File: src/rtl/pwst_pkg.sv
`timescale 1ns / 1ps
// ----------------------------------------------------------------------------
// pwst_pkg: shared definitions for the PID regulator with settle timeout
// Field widths, default parameter values, item and register codes, and the
// stage enable bundle used between the top level and the term units.
// ----------------------------------------------------------------------------
package pwst_pkg;

  localparam int unsigned SumWidthDef     = 32;
  localparam int unsigned GainFracBitsDef = 8;

  localparam int unsigned RegW    = 16;
  localparam int unsigned CfgIdxW = 3;
  localparam int unsigned FuncW   = 2;
  localparam int unsigned ErrW    = 17;
  localparam int unsigned ChgW    = 18;
  localparam int unsigned TimerW  = 17;
  localparam int unsigned TermW   = 32;

  localparam logic [TimerW-1:0] TimerMax = '1;

  // Item codes
  localparam logic [FuncW-1:0] FUNC_SAMPLE  = 2'd0;
  localparam logic [FuncW-1:0] FUNC_TICK    = 2'd1;
  localparam logic [FuncW-1:0] FUNC_RESTART = 2'd2;

  // Register indexes
  localparam logic [CfgIdxW-1:0] REG_GAIN_P       = 3'd0;
  localparam logic [CfgIdxW-1:0] REG_GAIN_I       = 3'd1;
  localparam logic [CfgIdxW-1:0] REG_GAIN_D       = 3'd2;
  localparam logic [CfgIdxW-1:0] REG_FEED_FORWARD = 3'd3;
  localparam logic [CfgIdxW-1:0] REG_INTEGRAL_ZONE = 3'd4;
  localparam logic [CfgIdxW-1:0] REG_SETTLE_BAND  = 3'd5;
  localparam logic [CfgIdxW-1:0] REG_RUN_LIMIT    = 3'd6;
  localparam logic [CfgIdxW-1:0] REG_SETTLE_LIMIT = 3'd7;

  localparam logic [RegW-1:0] GainPReset = 16'd256;

  // Load enables for the product and term stages
  typedef struct packed {
    logic mul_en;
    logic sat_en;
  } stage_en_t;

endpackage

File: src/rtl/pwst_term.sv
`timescale 1ns / 1ps
// ----------------------------------------------------------------------------
// pwst_term: gain product, fractional shift and saturation
// Two register stages: the signed product of a state value and a Q-format
// gain, then the product shifted down by the fraction bits (floor) and
// clamped to the signed 32-bit range.
// ----------------------------------------------------------------------------
module pwst_term #(
  parameter int unsigned X_WIDTH        = 17,
  parameter int unsigned GAIN_FRAC_BITS = 8
) (
  input  logic                                     clk_i,
  input  pwst_pkg::stage_en_t                      en_i,
  input  logic signed [X_WIDTH-1:0]                x_i,
  input  logic signed [pwst_pkg::RegW-1:0]         gain_i,
  output logic signed [pwst_pkg::TermW-1:0]        term_o
);
  import pwst_pkg::*;

  localparam int unsigned ProdW = X_WIDTH + RegW;
  localparam int unsigned ExtW  = (ProdW > TermW) ? ProdW : TermW + 1;

  logic signed [ProdW-1:0] prod_q;
  logic signed [ProdW-1:0] shifted;
  logic signed [ExtW-1:0]  wide;
  logic signed [TermW-1:0] term_d;
  logic signed [TermW-1:0] term_q;

  always_ff @(posedge clk_i) begin
    if (en_i.mul_en) begin
      prod_q <= ProdW'(x_i) * ProdW'(gain_i);
    end
  end

  always_comb begin
    // arithmetic shift rounds toward minus infinity
    shifted = prod_q >>> GAIN_FRAC_BITS;
    wide    = ExtW'(shifted);
    if ((&wide[ExtW-1:TermW-1]) || !(|wide[ExtW-1:TermW-1])) begin
      term_d = wide[TermW-1:0];
    end else begin
      term_d = {wide[ExtW-1], {(TermW-1){~wide[ExtW-1]}}};
    end
  end

  always_ff @(posedge clk_i) begin
    if (en_i.sat_en) begin
      term_q <= term_d;
    end
  end

  assign term_o = term_q;

endmodule

File: src/rtl/pid_with_settle_timeout_top.sv
`timescale 1ns / 1ps
// ----------------------------------------------------------------------------
// pid_with_settle_timeout_top: discrete PID regulator with integral zone
// Samples, millisecond ticks and restarts update the regulator state; each
// item yields one result with drive, the three terms and the timeout flag.
// ----------------------------------------------------------------------------
// Every transfer in produces one result, and a new item is taken in every
// cycle while in_stall_o is low. The regulator state (error, integral,
// derivative, timers) updates in the cycle of the transfer; the result then
// goes through a product register, a shift-and-clamp register and the output
// register, where the drive sum is formed. Output stall backs up through the
// stages and only reaches in_stall_o when every stage is full. The drive
// reported for ticks and restarts is the one from the most recent sample.
module pid_with_settle_timeout_top #(
  parameter int unsigned SUM_WIDTH      = pwst_pkg::SumWidthDef,
  parameter int unsigned GAIN_FRAC_BITS = pwst_pkg::GainFracBitsDef
) (
  input  logic                                  clk_i,
  input  logic                                  rst_ni,

  input  logic                                  cfg_we_i,
  input  logic [pwst_pkg::CfgIdxW-1:0]          cfg_idx_i,
  input  logic [pwst_pkg::RegW-1:0]             cfg_data_i,

  input  logic                                  in_valid_i,
  output logic                                  in_stall_o,
  input  logic [pwst_pkg::FuncW-1:0]            func_i,
  input  logic signed [pwst_pkg::RegW-1:0]      target_i,
  input  logic signed [pwst_pkg::RegW-1:0]      feedback_i,

  output logic                                  out_valid_o,
  input  logic                                  out_stall_i,
  output logic signed [pwst_pkg::TermW-1:0]     drive_o,
  output logic signed [pwst_pkg::TermW-1:0]     p_term_o,
  output logic signed [pwst_pkg::TermW-1:0]     i_term_o,
  output logic signed [pwst_pkg::TermW-1:0]     d_term_o,
  output logic                                  completed_o
);
  import pwst_pkg::*;

  localparam int unsigned DriveSumW = TermW + 2;

  // Configuration registers
  logic signed [RegW-1:0] gain_p_q, gain_i_q, gain_d_q, ff_q;
  logic [RegW-1:0]        izone_q, sband_q, run_lim_q, settle_lim_q;

  always_ff @(posedge clk_i or negedge rst_ni) begin
    if (!rst_ni) begin
      gain_p_q     <= GainPReset;
      gain_i_q     <= '0;
      gain_d_q     <= '0;
      ff_q         <= '0;
      izone_q      <= '0;
      sband_q      <= '0;
      run_lim_q    <= '0;
      settle_lim_q <= '0;
    end else if (cfg_we_i) begin
      unique case (cfg_idx_i)
        REG_GAIN_P:        gain_p_q     <= cfg_data_i;
        REG_GAIN_I:        gain_i_q     <= cfg_data_i;
        REG_GAIN_D:        gain_d_q     <= cfg_data_i;
        REG_FEED_FORWARD:  ff_q         <= cfg_data_i;
        REG_INTEGRAL_ZONE: izone_q      <= cfg_data_i;
        REG_SETTLE_BAND:   sband_q      <= cfg_data_i;
        REG_RUN_LIMIT:     run_lim_q    <= cfg_data_i;
        REG_SETTLE_LIMIT:  settle_lim_q <= cfg_data_i;
        default: ;
      endcase
    end
  end

  // Pipeline handshake
  logic s1_valid_q, s2_valid_q, s3_valid_q, out_valid_q;
  logic s1_ready, s2_ready, s3_ready, out_ready;
  logic in_xfer;

  assign out_ready  = !out_valid_q || !out_stall_i;
  assign s3_ready   = !s3_valid_q || out_ready;
  assign s2_ready   = !s2_valid_q || s3_ready;
  assign s1_ready   = !s1_valid_q || s2_ready;
  assign in_stall_o = !s1_ready;
  assign in_xfer    = in_valid_i && s1_ready;

  always_ff @(posedge clk_i or negedge rst_ni) begin
    if (!rst_ni) begin
      s1_valid_q  <= 1'b0;
      s2_valid_q  <= 1'b0;
      s3_valid_q  <= 1'b0;
      out_valid_q <= 1'b0;
    end else begin
      if (s1_ready)  s1_valid_q  <= in_valid_i;
      if (s2_ready)  s2_valid_q  <= s1_valid_q;
      if (s3_ready)  s3_valid_q  <= s2_valid_q;
      if (out_ready) out_valid_q <= s3_valid_q;
    end
  end

  // Regulator state; after a transfer these registers are stage one
  logic signed [ErrW-1:0]      err_q, err_d;
  logic signed [SUM_WIDTH-1:0] sum_q, sum_d;
  logic signed [ChgW-1:0]      chg_q, chg_d;
  logic [TimerW-1:0]           run_q, run_d, settle_q, settle_d;
  logic                        s1_sample_q;

  logic signed [ErrW-1:0]      err_new;
  logic [ErrW-1:0]             err_mag;
  logic signed [SUM_WIDTH:0]   sum_ext;

  always_comb begin
    err_new = ErrW'(target_i) - ErrW'(feedback_i);
    err_mag = err_new[ErrW-1] ? ErrW'(-err_new) : ErrW'(err_new);
    sum_ext = (SUM_WIDTH + 1)'(sum_q) + (SUM_WIDTH + 1)'(err_new);

    err_d    = err_q;
    sum_d    = sum_q;
    chg_d    = chg_q;
    run_d    = run_q;
    settle_d = settle_q;

    if (func_i == FUNC_SAMPLE) begin
      err_d = err_new;
      chg_d = ChgW'(err_q) - ChgW'(err_new);
      if (err_mag < {1'b0, izone_q}) begin
        // clamp the integral at the accumulator limits
        if (sum_ext[SUM_WIDTH] != sum_ext[SUM_WIDTH-1]) begin
          sum_d = {sum_ext[SUM_WIDTH], {(SUM_WIDTH-1){~sum_ext[SUM_WIDTH]}}};
        end else begin
          sum_d = sum_ext[SUM_WIDTH-1:0];
        end
      end else begin
        sum_d = '0;
      end
      if (err_mag > {1'b0, sband_q}) begin
        settle_d = '0;
      end
    end else if (func_i == FUNC_TICK) begin
      if (run_q != TimerMax)    run_d    = run_q + TimerW'(1);
      if (settle_q != TimerMax) settle_d = settle_q + TimerW'(1);
    end else if (func_i == FUNC_RESTART) begin
      err_d    = '0;
      sum_d    = '0;
      chg_d    = '0;
      run_d    = '0;
      settle_d = '0;
    end
  end

  always_ff @(posedge clk_i or negedge rst_ni) begin
    if (!rst_ni) begin
      err_q       <= '0;
      sum_q       <= '0;
      chg_q       <= '0;
      run_q       <= '0;
      settle_q    <= '0;
      s1_sample_q <= 1'b0;
    end else if (in_xfer) begin
      err_q       <= err_d;
      sum_q       <= sum_d;
      chg_q       <= chg_d;
      run_q       <= run_d;
      settle_q    <= settle_d;
      s1_sample_q <= (func_i == FUNC_SAMPLE);
    end
  end

  // Stage two and three side band
  logic s2_sample_q, s2_done_q, s3_sample_q, s3_done_q;
  logic done_d;

  assign done_d = ((run_lim_q != '0) && (run_q > {1'b0, run_lim_q})) ||
                  ((settle_lim_q != '0) && (settle_q > {1'b0, settle_lim_q}));

  always_ff @(posedge clk_i) begin
    if (s2_ready && s1_valid_q) begin
      s2_sample_q <= s1_sample_q;
      s2_done_q   <= done_d;
    end
    if (s3_ready && s2_valid_q) begin
      s3_sample_q <= s2_sample_q;
      s3_done_q   <= s2_done_q;
    end
  end

  // Term units
  stage_en_t term_en;
  logic signed [TermW-1:0] p_s3, i_s3, d_s3;

  assign term_en.mul_en = s2_ready && s1_valid_q;
  assign term_en.sat_en = s3_ready && s2_valid_q;

  pwst_term #(
    .X_WIDTH        (ErrW),
    .GAIN_FRAC_BITS (GAIN_FRAC_BITS)
  ) u_term_p (
    .clk_i  (clk_i),
    .en_i   (term_en),
    .x_i    (err_q),
    .gain_i (gain_p_q),
    .term_o (p_s3)
  );

  pwst_term #(
    .X_WIDTH        (SUM_WIDTH),
    .GAIN_FRAC_BITS (GAIN_FRAC_BITS)
  ) u_term_i (
    .clk_i  (clk_i),
    .en_i   (term_en),
    .x_i    (sum_q),
    .gain_i (gain_i_q),
    .term_o (i_s3)
  );

  pwst_term #(
    .X_WIDTH        (ChgW),
    .GAIN_FRAC_BITS (GAIN_FRAC_BITS)
  ) u_term_d (
    .clk_i  (clk_i),
    .en_i   (term_en),
    .x_i    (chg_q),
    .gain_i (gain_d_q),
    .term_o (d_s3)
  );

  // Output stage; drive_q doubles as the held drive between samples
  logic signed [DriveSumW-1:0] drive_sum;
  logic signed [TermW-1:0]     drive_sat;
  logic signed [TermW-1:0]     drive_q, p_q, i_q, d_q;
  logic                        done_q;

  always_comb begin
    drive_sum = DriveSumW'(p_s3) + DriveSumW'(i_s3) + DriveSumW'(d_s3) + DriveSumW'(ff_q);
    if ((&drive_sum[DriveSumW-1:TermW-1]) || !(|drive_sum[DriveSumW-1:TermW-1])) begin
      drive_sat = drive_sum[TermW-1:0];
    end else begin
      drive_sat = {drive_sum[DriveSumW-1], {(TermW-1){~drive_sum[DriveSumW-1]}}};
    end
  end

  always_ff @(posedge clk_i or negedge rst_ni) begin
    if (!rst_ni) begin
      drive_q <= '0;
    end else if (out_ready && s3_valid_q && s3_sample_q) begin
      drive_q <= drive_sat;
    end
  end

  always_ff @(posedge clk_i) begin
    if (out_ready && s3_valid_q) begin
      p_q    <= p_s3;
      i_q    <= i_s3;
      d_q    <= d_s3;
      done_q <= s3_done_q;
    end
  end

  assign out_valid_o = out_valid_q;
  assign drive_o     = drive_q;
  assign p_term_o    = p_q;
  assign i_term_o    = i_q;
  assign d_term_o    = d_q;
  assign completed_o = done_q;

endmodule
File: config.mk
export PLATFORM = sky130hd
export DESIGN_NAME = pid_with_settle_timeout_top
export DESIGN_NICKNAME = d
export VERILOG_FILES = /design/src/rtl/pwst_pkg.sv /design/src/rtl/pwst_term.sv /design/src/rtl/pid_with_settle_timeout_top.sv
export SDC_FILE = /design/constraint.sdc
export NUM_CORES = 2
export LEC_CHECK = 0
export ABC_AREA = 1
export BUFFER_PORTS_ARGS = -buffer_cell sky130_fd_sc_hd__buf_4
export CAP_MARGIN = 25
export CORE_AREA = 2 2 340 342
export CTS_BUF_LIST = sky130_fd_sc_hd__clkbuf_4 sky130_fd_sc_hd__clkbuf_8
export DETAILED_ROUTE_END_ITERATION = 6
export DIE_AREA = 0 0 342 344
export PLACE_DENSITY = 0.82
export SYNTH_ARGS = -nofsm -noshare
export SYNTH_HDL_FRONTEND = slang
export SYNTH_HIERARCHICAL = 1
export SYNTH_SLANG_ARGS = --single-unit
File: constraint.sdc
create_clock -name clk_i -period 8.98 [get_ports clk_i]
set_input_delay 1.347 -clock clk_i [delete_from_list [all_inputs] [get_ports clk_i]]
set_output_delay 1.347 -clock clk_i [all_outputs]
set_load 0.02 [all_outputs]
==> impl_metrics.csv <==
group,metric,value,unit
routing,vias,58370,
cts,cts-buffers-inserted,94,
place,io_buffers,188,
global_routing,antenna_found_initial,13,
min_path,hp-start,"u_term_p/prod_q[23]$_DFFE_PP_",
setup_path,timing.rr.start,"gain_i_q[5]$_DFFE_PN0P_",
synthesis,yosys_most_used_dff,"edfxtp_1",
cts,cts_buffer_depth,3,
synthesis,ys_seq_area_share,20.96,%
cts,cts_tree,"done",
global_routing,grt_pass1_wl,322.9,mm
timing,fin_crit,6683,ps
run_status,status,"finished, final reports clean",
place,place_hpwl,161.6,mm
min_path,min_path_type,"register to register",
setup_path,crit_fanout,22,
timing,finalSetupViolations,0,
die,core,113900,um2
synthesis,synth_most_common_cell,"nand2_1",
run,max_cap_viol_count,0,
synthesis,yosys.area.top_type_share,31.43,%
cts,cts_resized,0,
timing,fmax,0.1496,GHz
timing,slew_violations,0,
cells_and_area,area_growth,6.849,%
cells_and_area,multi_input_area,46530,um2
timing,fin_skew,101.8,ps
cts,clk_latency,840,ps
cts,clkSinkCount,541,
timing,final.period_utilization,74.42,%
setup_path,endpoint_kind,"register",
die,initial_core_util,62.48,%
cts,cts_setup_buffers,0,
timing,relSlewSlack,28.58,%
synthesis,syn_inst,8798,
cells_and_area,regArea,14920,um2
setup_path,arrival,7210,ps
timing,rsz0062_at_grt,"no",
cts,cts_htree_levels,3,
timing,fin_tns_setup,0,ps
die,die_w,342,um
setup_path,critPathRequiredTime,9510,ps
synthesis,ys_seq_elements,541,
synthesis,synth_top_area_cell,"fa_1",
cells_and_area,drive_gt1_share,6.155,%
cells_and_area,fin_area,76020,um2
routing,routedWlPerCell,19.48,um
setup_path,setup.worst_path.start,"gain_i_q[5]$_DFFE_PN0P_",
synthesis,synth.distinct_cells,63,
die,dieArea,117600,um2
die,pin_count,189,
synthesis,postSynthAreaPerCell,8.087,um2
routing,drc,0,
die,die_y,344,um
place,post_dp_cell_area,73610,um2
die,row_count,124,
routing,via_per_inst,5.597,
routing,wirelength,203.2,mm
global_routing,grt_usage,35.37,%
cts,root_buffer,"clkbuf_8",
synthesis,syn_nets,10420,
synthesis,netlist_area,71150,um2
synthesis,synth_edf_count,275,
cells_and_area,fillers,9209,
cells_and_area,fin_nets,10440,
global_routing,grt_overflow,0,
routing,dr.first_iter.drc_count,5794,
global_routing,grt_pass1_vias,60580,
cts,cts.clk_slew.worst_paths,70,ps
synthesis,ys_top_cells_by_count,"nand2_1, inv_1, fa_1",
timing,worst_pin_slew,1070,ps
routing,dr.pass1.iters,6,
global_routing,grt_max_degree,87,
synthesis,yosys-top-cells-area,"fa_1, nand2_1, inv_1, edfxtp_1, dfrtp_1",
cts,hold_buffers,0,
setup_path,path_class,"register to register",
synthesis,async_reset_ff_share,49.17,%
timing,hold_viol_final,0,
synthesis,ys_warn_count,6,
setup_path,setup.worst_path.start_class,"register",
place,globalplace.congestion,1.021,
routing,drtAntennaViolNets,0,
cell families after synthesis:
kind of cell / after synthesis / share of synthesized area, %
adders and majority gates: 1561 / 39.24
and+or+nand+nor: 3289 / 18.99
buffers and inverters: 2570 / 13.69
xor gates and xnor gates: 133 / 1.674
AOI/OAI and AO/OA: 704 / 5.443
DFF: 541 / 20.96
through the flow:
| stage | hold slack (ps) | setup WS, ps | utilization (%) | instances |
|---|---|---|---|---|
| detailed placement | 404.5 | 2409 | 64.64 | 10230 |
| global route | 409.7 | 1976 | 66.74 | 10420 |
| CTS | 404.1 | 2384 | 66.61 | 10410 |
| floorplan | 400.3 | 1838 | - | 8798 |
| finish | 399.1 | 2297 | 66.76 | 10430 |
| global placement | 401.7 | 2492 | 64.60 | 10230 |
cell type report:
type	instances	share of cell area, %
Antenna cell	14	0.04608
Clock buffer	129	2.154
Clock inverter	46	0.7999
Inverter	2262	11.17
Multi-Input combinational cell	5687	61.20
Sequential cell	541	19.62
Tap cell	1512	2.488
Timing Repair Buffer	238	2.518
worst max-delay path, cell delays in order, from the launching register on:
cell and delay [ps]:
dfrtp_1 840, buf_4 330, nand2_1 130, inv_1 120
fa_1 450, fa_1 900, fa_1 550, fa_1 600
fa_1 450, fa_1 440, ha_1 380, a21oi_1 380
o21a_1 220, nand2_1 100, nand2_1 70, nand2_1 70
a21oi_1 150, nand2_1 70, nand2_1 60, nand2_1 60
final timing paths:
path	to	slack, ps	cells past startpoint
hold reg to reg	u_term_p/term_o[15]$_DFFE_PP_	400	0
hold / removal	u_term_p/term_o[15]$_DFFE_PP_	400	0
setup reg to reg	u_term_i/prod_q[47]$_DFFE_PP_	2300	19
setup / recovery	u_term_i/prod_q[47]$_DFFE_PP_	2300	19
min in group asynchronous	settle_lim_q[5]$_DFFE_PN0P_	480	1
max in group asynchronous	sum_q[8]$_DFFE_PN0P_	7010	2
state kept, by name (all words and copies together) (netlist names), 32 cells and up:
register         cells
u_term_i/prod_q     40
d_term_o            32
drive_o             32
i_term_o            32
p_term_o            32
sum_q               32
u_term_i/term_o     32
layout by cell type (no fill, tap or decap), types with 7 or more instances in the layout:
cell       instances
a21boi_0          42
a21o_1            14
a21oi_1          251
a31oi_1            7
buf_4            229
bufinv_16         11
clkbuf_4          22
clkbuf_8         107
clkinv_1          11
clkinv_2          10
dfrtp_1          265
diode_2           14
edfxtp_1         275
fa_1            1117
ha_1             444
inv_1           2254
nand2_1         2317
nand2_2           40
nand3_1          262
nand3b_1          18
nand4_1           80
nor2_1           400
nor2_2            10
nor3_1            56
nor4_1            17
o21a_1             8
o21ai_0          312
o21bai_1          24
o31ai_1            9
or2_2             52
xnor2_1           43
xor2_1            88
layer usage:
metal	track usage [%]	vias to the layer above	routed length (um)	share of wire (%)
met5	0	-	48	0.024
met4	18.93	6	11750	5.8
met3	7.424	621	19860	9.8
met2	56.61	3165	93190	46
met1	45.56	28440	78300	39
li1	-	26140	-	-
Power is not shown: default switching activity piles up to over one toggle a cycle in this logic, so the estimate is an artifact.
